--- config.mk ---
export PLATFORM = sky130hd
export DESIGN_NAME = i2c_slave_message_fsm_top
export DESIGN_NICKNAME = d
export VERILOG_FILES = /design/src/hdl/i2csm_pkg.sv /design/src/hdl/i2csm_send_store.sv /design/src/hdl/i2c_slave_message_fsm_top.sv
export SDC_FILE = /design/constraint.sdc
export NUM_CORES = 1
export LEC_CHECK = 0
export ABC_AREA = 1
export ABC_CLOCK_PERIOD_IN_PS = 8000
export BUFFER_PORTS_ARGS = -buffer_cell sky130_fd_sc_hd__buf_4
export CAP_MARGIN = 20
export CORE_MARGIN = 1
export CORE_UTILIZATION = 35
export DETAILED_ROUTE_END_ITERATION = 6
export HOLD_SLACK_MARGIN = 0.03
export RECOVER_POWER = 50
export SLEW_MARGIN = 20
export SYNTH_ARGS = -nofsm -noshare
export SYNTH_HDL_FRONTEND = slang
export SYNTH_HIERARCHICAL = 1
export SYNTH_SLANG_ARGS = --single-unit
--- constraint.sdc ---
create_clock -name clk -period 8 [get_ports clk]
set_input_delay 0 -clock clk [delete_from_list [all_inputs] [get_ports clk]]
set_output_delay 0 -clock clk [all_outputs]
set_load 0.05 [all_outputs]
--- src/hdl/i2csm_pkg.sv ---
`default_nettype none

package i2csm_pkg;

    // payload store geometry
    localparam int MSG_BYTES = 64;
    localparam int ADDR_W    = 6;
    localparam int LEN_W     = 7;

    // item function codes
    localparam logic [2:0] FUNC_EVENT    = 3'd0;
    localparam logic [2:0] FUNC_ARM_SYNC = 3'd1;
    localparam logic [2:0] FUNC_ARM_RCV  = 3'd2;
    localparam logic [2:0] FUNC_ARM_SND  = 3'd3;
    localparam logic [2:0] FUNC_LOAD     = 3'd4;

    // target core status codes
    localparam logic [7:0] ST_OWN_ADDR_W = 8'h60;
    localparam logic [7:0] ST_RX_ACK     = 8'h80;
    localparam logic [7:0] ST_RX_NACK    = 8'h88;
    localparam logic [7:0] ST_STOP       = 8'hA0;
    localparam logic [7:0] ST_OWN_ADDR_R = 8'hA8;
    localparam logic [7:0] ST_TX_ACK     = 8'hB8;
    localparam logic [7:0] ST_TX_NACK    = 8'hC0;
    localparam logic [7:0] ST_TX_LAST    = 8'hC8;

    // frame bytes
    localparam logic [7:0] SYNC_BYTE = 8'hFF;
    localparam logic [7:0] PAD_BYTE  = 8'hFF;

    // protocol phases
    typedef enum logic [8:0] {
        PH_IDLE      = 9'b000000001,
        PH_SYNC_ADDR = 9'b000000010,
        PH_SYNC_TYPE = 9'b000000100,
        PH_RCV_ADDR  = 9'b000001000,
        PH_RCV_TYPE  = 9'b000010000,
        PH_RCV_DATA  = 9'b000100000,
        PH_SND_ADDR  = 9'b001000000,
        PH_SND_TYPE  = 9'b010000000,
        PH_SND_DATA  = 9'b100000000
    } phase_t;

    // numeric phase code reported on protocol_state
    function automatic logic [3:0] phase_code(input phase_t ph);
        logic [3:0] code;
        case (ph)
            PH_IDLE:      code = 4'd0;
            PH_SYNC_ADDR: code = 4'd1;
            PH_SYNC_TYPE: code = 4'd2;
            PH_RCV_ADDR:  code = 4'd3;
            PH_RCV_TYPE:  code = 4'd4;
            PH_RCV_DATA:  code = 4'd5;
            PH_SND_ADDR:  code = 4'd6;
            PH_SND_TYPE:  code = 4'd7;
            PH_SND_DATA:  code = 4'd8;
            default:      code = 4'd0;
        endcase
        return code;
    endfunction

endpackage

`default_nettype wire

--- src/hdl/i2csm_send_store.sv ---
`default_nettype none

module i2csm_send_store (
    input  wire logic                           clk,
    input  wire logic                           wr_en,
    input  wire logic [i2csm_pkg::ADDR_W-1:0]   wr_addr,
    input  wire logic [7:0]                     wr_data,
    input  wire logic [i2csm_pkg::ADDR_W-1:0]   rd_addr,
    output logic      [7:0]                     rd_data
);

    logic [7:0] mem [i2csm_pkg::MSG_BYTES];

    // write port
    always_ff @(posedge clk)
    begin
        if (wr_en)
        begin
            mem[wr_addr] <= wr_data;
        end
    end

    // registered read, new data forwarded on a same-cycle write
    always_ff @(posedge clk)
    begin
        if (wr_en && (wr_addr == rd_addr))
        begin
            rd_data <= wr_data;
        end
        else
        begin
            rd_data <= mem[rd_addr];
        end
    end

endmodule

`default_nettype wire

--- src/hdl/i2c_slave_message_fsm_top.sv ---
`default_nettype none
// an accepted item moves from the input register into the result register
// throughput: one item per cycle, stalls only when the result register is held
// the send store prefetches the next payload byte every cycle from the
// phase and byte count that the item in flight leaves behind
// reset (rst_n low, async): idle phase, ack state off, length one, no items held;
// the send store and the ack_enable output register are not cleared

module i2c_slave_message_fsm_top (
    input  wire logic        clk,
    input  wire logic        rst_n,
    input  wire logic        in_valid,
    output logic             in_ready,
    input  wire logic [2:0]  func,
    input  wire logic [7:0]  bus_status,
    input  wire logic [7:0]  bus_byte,
    input  wire logic [7:0]  msg_id,
    input  wire logic [6:0]  msg_length,
    input  wire logic [5:0]  load_index,
    input  wire logic [7:0]  load_byte,
    output logic             out_valid,
    input  wire logic        out_ready,
    output logic             accepted,
    output logic      [7:0]  tx_byte,
    output logic             tx_load,
    output logic             ack_enable,
    output logic             sync_pulse,
    output logic      [7:0]  rx_byte,
    output logic      [5:0]  rx_index,
    output logic             rx_valid,
    output logic             rx_complete,
    output logic      [3:0]  protocol_state
);

    // input register
    logic        in_v_reg;
    logic [2:0]  func_reg;
    logic [7:0]  status_reg;
    logic [7:0]  bbyte_reg;
    logic [7:0]  id_reg;
    logic [6:0]  len_reg;
    logic [5:0]  lidx_reg;
    logic [7:0]  lbyte_reg;

    // protocol state
    i2csm_pkg::phase_t phase_reg, phase_next, phase_eff;
    logic [i2csm_pkg::LEN_W-1:0] count_reg, count_next, count_eff;
    logic [7:0]                  armed_id_reg, armed_id_next;
    logic [i2csm_pkg::LEN_W-1:0] armed_len_reg, armed_len_next;
    logic                        ack_reg, ack_next;

    // result register
    logic        out_v_reg;
    logic        acc_reg, acc_next;
    logic [7:0]  tx_reg, tx_next;
    logic        txl_reg, txl_next;
    logic        sp_reg, sp_next;
    logic [7:0]  rxb_reg, rxb_next;
    logic [5:0]  rxi_reg, rxi_next;
    logic        rxv_reg, rxv_next;
    logic        rxc_reg, rxc_next;
    logic [3:0]  pstate_reg;

    // store access
    logic                           st_we;
    logic [i2csm_pkg::ADDR_W-1:0]   st_raddr;
    logic [7:0]                     st_rdata;

    logic                        fire;
    logic [i2csm_pkg::LEN_W-1:0] len_clamped;
    logic [i2csm_pkg::LEN_W-1:0] count_inc;
    logic                        may_arm;

    // handshake: process when the result slot is free or being drained
    assign fire     = in_v_reg && (!out_v_reg || out_ready);
    assign in_ready = !in_v_reg || fire;

    always_ff @(posedge clk or negedge rst_n)
    begin
        if (!rst_n)
        begin
            in_v_reg <= 1'b0;
        end
        else if (in_ready)
        begin
            in_v_reg <= in_valid;
        end
    end

    always_ff @(posedge clk)
    begin
        if (in_valid && in_ready)
        begin
            func_reg   <= func;
            status_reg <= bus_status;
            bbyte_reg  <= bus_byte;
            id_reg     <= msg_id;
            len_reg    <= msg_length;
            lidx_reg   <= load_index;
            lbyte_reg  <= load_byte;
        end
    end

    // length clamp to 1..MSG_BYTES
    always_comb
    begin
        if (len_reg == '0)
        begin
            len_clamped = i2csm_pkg::LEN_W'(1);
        end
        else if (len_reg > i2csm_pkg::LEN_W'(i2csm_pkg::MSG_BYTES))
        begin
            len_clamped = i2csm_pkg::LEN_W'(i2csm_pkg::MSG_BYTES);
        end
        else
        begin
            len_clamped = len_reg;
        end
    end

    assign count_inc = count_reg + i2csm_pkg::LEN_W'(1);
    assign may_arm   = phase_reg inside {i2csm_pkg::PH_IDLE, i2csm_pkg::PH_SYNC_ADDR,
                                         i2csm_pkg::PH_SND_ADDR, i2csm_pkg::PH_RCV_ADDR};

    // next state and result for the item in the input register
    always_comb
    begin
        phase_next     = phase_reg;
        count_next     = count_reg;
        armed_id_next  = armed_id_reg;
        armed_len_next = armed_len_reg;
        ack_next       = ack_reg;
        acc_next       = 1'b0;
        tx_next        = '0;
        txl_next       = 1'b0;
        sp_next        = 1'b0;
        rxb_next       = '0;
        rxi_next       = '0;
        rxv_next       = 1'b0;
        rxc_next       = 1'b0;
        st_we          = 1'b0;

        case (func_reg)
            i2csm_pkg::FUNC_ARM_SYNC, i2csm_pkg::FUNC_ARM_RCV, i2csm_pkg::FUNC_ARM_SND:
            begin
                if (may_arm)
                begin
                    acc_next = 1'b1;
                    ack_next = 1'b1;
                    if (func_reg == i2csm_pkg::FUNC_ARM_SYNC)
                    begin
                        phase_next = i2csm_pkg::PH_SYNC_ADDR;
                    end
                    else
                    begin
                        armed_id_next  = id_reg;
                        armed_len_next = len_clamped;
                        phase_next     = (func_reg == i2csm_pkg::FUNC_ARM_RCV) ?
                                         i2csm_pkg::PH_RCV_ADDR : i2csm_pkg::PH_SND_ADDR;
                    end
                end
            end
            i2csm_pkg::FUNC_LOAD:
            begin
                st_we = fire;
            end
            i2csm_pkg::FUNC_EVENT:
            begin
                case (phase_reg)
                    i2csm_pkg::PH_SYNC_ADDR:
                    begin
                        if (status_reg == i2csm_pkg::ST_OWN_ADDR_W)
                        begin
                            phase_next = i2csm_pkg::PH_SYNC_TYPE;
                        end
                    end
                    i2csm_pkg::PH_SYNC_TYPE:
                    begin
                        if (status_reg == i2csm_pkg::ST_RX_ACK &&
                            bbyte_reg == i2csm_pkg::SYNC_BYTE)
                        begin
                            sp_next    = 1'b1;
                            ack_next   = 1'b0;
                            phase_next = i2csm_pkg::PH_IDLE;
                        end
                        else
                        begin
                            phase_next = i2csm_pkg::PH_SYNC_ADDR;
                        end
                    end
                    i2csm_pkg::PH_RCV_ADDR:
                    begin
                        if (status_reg == i2csm_pkg::ST_OWN_ADDR_W)
                        begin
                            phase_next = i2csm_pkg::PH_RCV_TYPE;
                        end
                    end
                    i2csm_pkg::PH_RCV_TYPE:
                    begin
                        if (status_reg == i2csm_pkg::ST_STOP)
                        begin
                            phase_next = i2csm_pkg::PH_RCV_ADDR;
                        end
                        else if (status_reg == i2csm_pkg::ST_RX_ACK)
                        begin
                            if (bbyte_reg == armed_id_reg)
                            begin
                                count_next = '0;
                                phase_next = i2csm_pkg::PH_RCV_DATA;
                            end
                            else
                            begin
                                ack_next   = 1'b0;
                                phase_next = i2csm_pkg::PH_IDLE;
                            end
                        end
                    end
                    i2csm_pkg::PH_RCV_DATA:
                    begin
                        if (status_reg == i2csm_pkg::ST_STOP)
                        begin
                            phase_next = i2csm_pkg::PH_RCV_ADDR;
                        end
                        else if (status_reg == i2csm_pkg::ST_RX_ACK)
                        begin
                            rxb_next   = bbyte_reg;
                            rxi_next   = count_reg[5:0];
                            rxv_next   = 1'b1;
                            count_next = count_inc;
                            if (count_inc >= armed_len_reg)
                            begin
                                rxc_next   = 1'b1;
                                ack_next   = 1'b0;
                                phase_next = i2csm_pkg::PH_IDLE;
                            end
                        end
                        else if (status_reg == i2csm_pkg::ST_RX_NACK)
                        begin
                            phase_next = i2csm_pkg::PH_IDLE;
                        end
                    end
                    i2csm_pkg::PH_SND_ADDR:
                    begin
                        if (status_reg == i2csm_pkg::ST_OWN_ADDR_R)
                        begin
                            tx_next    = armed_id_reg;
                            txl_next   = 1'b1;
                            phase_next = i2csm_pkg::PH_SND_TYPE;
                        end
                    end
                    i2csm_pkg::PH_SND_TYPE:
                    begin
                        // prefetched byte is entry zero in this phase
                        if (status_reg == i2csm_pkg::ST_TX_ACK)
                        begin
                            tx_next    = st_rdata;
                            txl_next   = 1'b1;
                            count_next = i2csm_pkg::LEN_W'(1);
                            phase_next = i2csm_pkg::PH_SND_DATA;
                        end
                        else
                        begin
                            ack_next   = 1'b0;
                            phase_next = i2csm_pkg::PH_IDLE;
                        end
                    end
                    i2csm_pkg::PH_SND_DATA:
                    begin
                        if (status_reg == i2csm_pkg::ST_TX_ACK)
                        begin
                            txl_next = 1'b1;
                            if (count_reg >= armed_len_reg)
                            begin
                                // read past the end pads
                                tx_next    = i2csm_pkg::PAD_BYTE;
                                ack_next   = 1'b0;
                                phase_next = i2csm_pkg::PH_IDLE;
                            end
                            else
                            begin
                                tx_next    = st_rdata;
                                count_next = count_inc;
                            end
                        end
                        else if (status_reg == i2csm_pkg::ST_TX_NACK)
                        begin
                            ack_next   = 1'b0;
                            phase_next = i2csm_pkg::PH_IDLE;
                        end
                        else if (status_reg == i2csm_pkg::ST_TX_LAST)
                        begin
                            phase_next = i2csm_pkg::PH_IDLE;
                        end
                    end
                    default:
                    begin
                    end
                endcase
            end
            default:
            begin
            end
        endcase
    end

    // state as it stands after this cycle, for the store prefetch address
    assign phase_eff = fire ? phase_next : phase_reg;
    assign count_eff = fire ? count_next : count_reg;
    assign st_raddr  = (phase_eff == i2csm_pkg::PH_SND_TYPE) ? '0 :
                       count_eff[i2csm_pkg::ADDR_W-1:0];

    i2csm_send_store u_store (
        .clk     (clk),
        .wr_en   (st_we),
        .wr_addr (lidx_reg),
        .wr_data (lbyte_reg),
        .rd_addr (st_raddr),
        .rd_data (st_rdata)
    );

    // protocol state registers
    always_ff @(posedge clk or negedge rst_n)
    begin
        if (!rst_n)
        begin
            phase_reg     <= i2csm_pkg::PH_IDLE;
            count_reg     <= '0;
            armed_id_reg  <= '0;
            armed_len_reg <= i2csm_pkg::LEN_W'(1);
            ack_reg       <= 1'b0;
        end
        else if (fire)
        begin
            phase_reg     <= phase_next;
            count_reg     <= count_next;
            armed_id_reg  <= armed_id_next;
            armed_len_reg <= armed_len_next;
            ack_reg       <= ack_next;
        end
    end

    // result valid
    always_ff @(posedge clk or negedge rst_n)
    begin
        if (!rst_n)
        begin
            out_v_reg <= 1'b0;
        end
        else if (fire)
        begin
            out_v_reg <= 1'b1;
        end
        else if (out_ready)
        begin
            out_v_reg <= 1'b0;
        end
    end

    // result payload
    always_ff @(posedge clk)
    begin
        if (fire)
        begin
            acc_reg    <= acc_next;
            tx_reg     <= tx_next;
            txl_reg    <= txl_next;
            sp_reg     <= sp_next;
            rxb_reg    <= rxb_next;
            rxi_reg    <= rxi_next;
            rxv_reg    <= rxv_next;
            rxc_reg    <= rxc_next;
            pstate_reg <= i2csm_pkg::phase_code(phase_next);
        end
    end

    // ack enable follows the state held with this result
    logic ack_out_reg;

    always_ff @(posedge clk)
    begin
        if (fire)
        begin
            ack_out_reg <= ack_next;
        end
    end

    assign out_valid      = out_v_reg;
    assign accepted       = acc_reg;
    assign tx_byte        = tx_reg;
    assign tx_load        = txl_reg;
    assign ack_enable     = ack_out_reg;
    assign sync_pulse     = sp_reg;
    assign rx_byte        = rxb_reg;
    assign rx_index       = rxi_reg;
    assign rx_valid       = rxv_reg;
    assign rx_complete    = rxc_reg;
    assign protocol_state = pstate_reg;

endmodule

`default_nettype wire
# Word level (Yosys, flattened, before mapping)
# Memory sizes are Yosys's and may differ from the RTL's. A register that Yosys moved wholly into a read port is not among the register bits.
# Index checks and enable logic that the tools add are counted.
# totals
register_bits	114
ram_bits	512
input_bits	52
output_inout_bits	34
elab_cells	161
mem_count	1
# classes
n_addsub	1
order_cmp	3
n_eq_ne	40
muxes	68
bitwise	4
reduce_logical	19
# mem_list
memory	words	width	rd	rd_clocked_by_memory_dff	write_ports	line	text
u_store.mem	64	8	1	1	1	i2csm_send_store.sv:12	logic [7:0] mem [i2csm_pkg::MSG_BYTES];
# op_table
cell	n
two-way mux 9 bit	16
two-way mux 7 bit	12
one-hot mux 9 bit (8 select lines)	1
equality test 8 bit (second input constant)	8
two-way mux 8 bit	4
one-hot mux 4 bit (8 select lines)	1
one-hot mux 7 bit (4 select lines)	1
equality test 9 x 8 -> 1 bit (second input constant)	3
two-way mux 6 bit	4
one-hot mux 8 bit (3 select lines)	1
two-way mux 1 bit	23
equality test 9 x 2 -> 1 bit (second input constant)	2
equality test 9 x 3 -> 1 bit (second input constant)	2
equality test 9 x 4 -> 1 bit (second input constant)	2
equality test 9 x 5 -> 1 bit (second input constant)	2
equality test 9 x 6 -> 1 bit (second input constant)	2
equality test 9 x 7 -> 1 bit (second input constant)	2
equality test 9 bit (second input constant)	2
one-hot mux 9 bit (2 select lines)	1
!= test 2 bit (second input constant)	8
greater-or-equal comparator 7 bit	2
AND reduction 11 bit	1
equality test 9 x 1 -> 1 bit (second input constant)	1
equality test 8 x 7 -> 1 bit (second input constant)	1
22 further kinds	33

# Logic depth before layout (Yosys ltp)
# depth
word_depth	10
ltp_mapped	21
mapped_depth_nobuf	21

# By module
# Netlist, hierarchy kept.
# modules_own_cells
module	instances	cells_per_inst	area_each_um2	seq_area_each_um2
i2csm_send_store	1	1820	21251.6	15494.9
i2c_slave_message_fsm_top	1	675	5914.4	3255.6

# Worst setup path before layout
# Ideal clock, no wire load.
# synth_path
path_kind	register -> register
start	reg out_v_reg (netlist: out_valid)
end	mem u_store.mem[48][0], enable pin
setup_time_ns	0.383
t_arrival_ns	2.327
required_time_ns	7.617
setup_slack_ns	5.290
path_stages_with_launch	8
path_buffers	2
synth_period_minus_slack_ns	2.710
path_cell_list	dfrtp_1 > nand2_1 > nand2_1 > clkbuf_1 > nor3_1 > clkbuf_1 > inv_1 > nor3_1
# synth_via
elab_chain_len	6
# synth_lines
element	line	text
start, declared	i2c_slave_message_fsm_top.sv:53	logic out_v_reg;
start signal, assigned	i2c_slave_message_fsm_top.sv:347	out_v_reg <= 1'b0;
start signal, assigned	i2c_slave_message_fsm_top.sv:351	out_v_reg <= 1'b1;
start signal, assigned	i2c_slave_message_fsm_top.sv:355	out_v_reg <= 1'b0;
zero test 1 bit	i2c_slave_message_fsm_top.sv:75	assign fire = in_v_reg && (!out_v_reg || out_ready);
logical OR 1 bit	i2c_slave_message_fsm_top.sv:75	
logical AND 1 bit	i2c_slave_message_fsm_top.sv:75	
two-way mux 1 bit	i2c_slave_message_fsm_top.sv:143	case (func_reg)
net st_we	i2c_slave_message_fsm_top.sv:65	logic st_we;
two-way mux 1 bit	i2csm_send_store.sv:17	if (wr_en)
two-way mux 1 bit (implied by the code)	i2csm_send_store.sv:19	mem[wr_addr] <= wr_data;
end, declared	i2csm_send_store.sv:12	
# The timed path passes the listed nets, and every way through them passes these cells.

# Worst setup path in the final report
# layout_path
start	reg lbyte_reg[0]
end	mem u_store.mem[60][0], data pin
# layout_lines
element	line	text
start, declared	i2c_slave_message_fsm_top.sv:43	logic [7:0] lbyte_reg;
start signal, assigned	i2c_slave_message_fsm_top.sv:100	lbyte_reg <= load_byte;
# No word-level cell before the write port.

==> flow_summary.ini <==
[status]
status = finished, violations left
violations = capacitance limit, slew limit

[synth]
syn_avg_cell_area_um2 = 10.9
netlist_area_um2 = 27200
synthMuxAreaShare_pct = 0
synth-edff-count = 592
yosysWarnings = 6
synth_fa_ha_area_share_pct = 0.691
async_reset_ff_share_pct = 5.38
synth-xor-area-share_pct = 0.290
ys_seq_elements = 632
synth_top_family_by_area = simple AND/OR/NAND/NOR gates
ys_types = 45
synth-seq-area-share_pct = 69.0
synth_nets = 2562
postSynthCellCount = 2495
yosys.area_share.simple_pct = 24.0
synth_compound_area_share_pct = 1.34
synthFlopType = edfxtp_1

[critical_path]
crit_end = u_store/mem[60][0]$_DFFE_PP_
path_delay_family = buffers and inverters
crit_start = lbyte_reg[0]$_DFFE_PP_
cp_num_buf_inv = 1
endpoint_kind = flip-flop
r2r-end = u_store/mem[60][0]$_DFFE_PP_
slowest_delay_ns = 2.57
crit_arrival_ns = 3.54
path_class = reg2reg
path_max_fanout = 64
worstPathRequired_ns = 7.88
rr_worst_depth = 1
r2r-start = lbyte_reg[0]$_DFFE_PP_
crit_chain = clkbuf_1
crit_path_top_delay_cell = clkbuf_1
start_kind = flip-flop
reg2reg_slack_ns = 4.34
cp_num_cells = 1

[clock_network]
cts_tree = done
clk_pin_slew_ns = 0.06
cts_buffers = 69
insertion_delay_ns = 0.62
clock_sinks = 632
clock_tree.buffer_depth = 3
h-tree-depth = 3
clockRootBuffer = clkbuf_16
cts_setup_buffers = 0

[floorplanning]
num_rows = 101
start_util_pct = 35.6
die_h_um = 281
ioPinCount = 86
dieArea_um2 = 78700
die_w_um = 281
coreArea_um2 = 76300

[placement]
dp.cells = 3519
dp_hpwl_um = 44100
place_congestion = 0.913
io_buffers = 85

[global_route]
overflow = 0
grt_max_degree = 105
grt_pass1_wl_um = 110000
grt_pass1_vias = 18300
antenna_found_initial = 1
grtUsageTotal_pct = 18.4

[timing]
rsz0062_at_grt = no
skew_ns = 0.0316
slew_headroom_pct = -145
finalCritPeriodShare_pct = 45.8
hold_violations = 0
period_needed_ns = 3.66
setup_tns_ns = 0
worst_pin_slew_ns = 3.68
fmax_mhz = 273
finalSetupViolCount = 0
drv_slew = 602

[cells_and_area]
antenna_cells = 0
syn_to_final_growth_pct = 14.2
drive_gt1_share_pct = 7.15
nFillCells = 7279
final_common_cell = nand2_1
largest_register_ff_count = 512
final_cell_mix = nand2_1, edfxtp_1, nand3_1, nor2_1, inv_1
final_util_pct = 40.6
instances_no_fill = 3701
final_net_count = 2684

[drt]
drc = 0
dr.pass1.iters = 6
drt_iter0_markers = 1892
wl_um = 72300
dr_total_vias = 19000
avgRoutedWirePerCell_um = 19.5
final_antenna_net_count = 0
avgViaCountPerCell = 5.12

[run]
maxCapViolations = 10

[worst_hold_path]
hp-class = in2reg

[power_and_ir_drop]
ir_worst_vdd_uv = 131
cellPowerDensity_nw_per_um2 = 237
p_leak_uw = 0.0115
through the flow:
stage	power, µW	setup slack [ns]	cell area (µm²)	hold slack, ns
after floorplan	4200	5.29	27200	-0.296
after global placement	4400	4.53	28500	-0.0119
after detailed placement	4420	4.53	28500	-0.00265
final	7340	4.34	31000	0.134
after global routing	7580	4.16	31000	0.123
after CTS	7410	4.52	31200	0.0791
cell type report:
type | instances | area [µm²] | area share [%]
Clock buffer | 88 | 1800 | 5.80
Clock inverter | 37 | 293 | 0.944
Inverter | 135 | 518 | 1.67
Multi-Input combinational cell | 1613 | 7160 | 23.1
Sequential cell | 632 | 18800 | 60.5
Tap cell | 1030 | 1290 | 4.15
Timing Repair Buffer | 166 | 1200 | 3.88
cell families (layout without fill, tap and decap cells):
logic type | count (synthesis) | count (layout)
AND/OR/NAND/NOR | 1530 | 1530
flip-flops | 632 | 632
buffers and inverters | 250 | 426
AO/OA/AOI/OAI | 59 | 59
adder cells (fa/ha/maj) | 15 | 15
XOR/XNOR | 9 | 9
how the worst min path moves through the flow:
stage,end,cells past startpoint,slack (ns),startpoint
after global routing,func_reg[2]$_DFFE_PP_,2,0.12,func[2]
after detailed placement,ack_reg$_DFFE_PN0P_,1,-0.003,rst_n
after global placement,ack_reg$_DFFE_PN0P_,1,-0.01,rst_n
after floorplan,ack_reg$_DFFE_PN0P_,0,-0.30,rst_n
after CTS,func_reg[0]$_DFFE_PP_,2,0.08,func[0]
final,lbyte_reg[2]$_DFFE_PP_,2,0.13,load_byte[2]
synth_stat cells (2+ instances only):
library cell,count,share of area (%)
a21oi_1,16,0.29
a221oi_1,3,0.097
a31o_2,2,0.064
a31oi_1,4,0.092
a32oi_1,2,0.064
and2_1,2,0.046
buf_1,12,0.17
buf_2,55,1.0
buf_4,11,0.30
buf_6,24,0.99
buf_8,2,0.11
clkbuf_1,11,0.15
dfrtp_1,32,2.9
dfstp_2,2,0.19
dfxtp_1,6,0.44
edfxtp_1,592,65
ha_1,15,0.69
inv_1,126,1.7
inv_2,7,0.097
inv_4,2,0.046
nand2_1,842,12
nand2_2,8,0.18
nand3_1,489,9.0
nand3_2,2,0.074
nand4_1,10,0.23
nor2_1,139,1.9
nor2_2,3,0.069
nor2_4,6,0.25
nor3_1,25,0.46
o211ai_1,2,0.055
o21a_1,3,0.083
o21ai_0,18,0.33
o21ai_1,2,0.037
o22ai_1,2,0.046
xnor2_1,3,0.097
xor2_1,6,0.19
what timing repair did:
action,4_1_cts,5_1_grt
hold buffers,55,0
setup endpoints to repair,0,0
resized for setup,0,0
hold endpoints to repair,84,0
power breakdown:
part	internal [µW]	switching, µW
sequential	3710	69.1
combinational	146	433
clock	1670	1300
routing by layer:
metal / vias up / track usage (%) / routed length (µm)
li1: 8816 / - / -
met5: - / 0 / 0
met1: 9294 / 24.7 / 30600
met3: 142 / 2.93 / 4980
met4: 0 / 8.13 / 2810
met2: 703 / 29.3 / 33900
(Power assumes the default switching activity.)
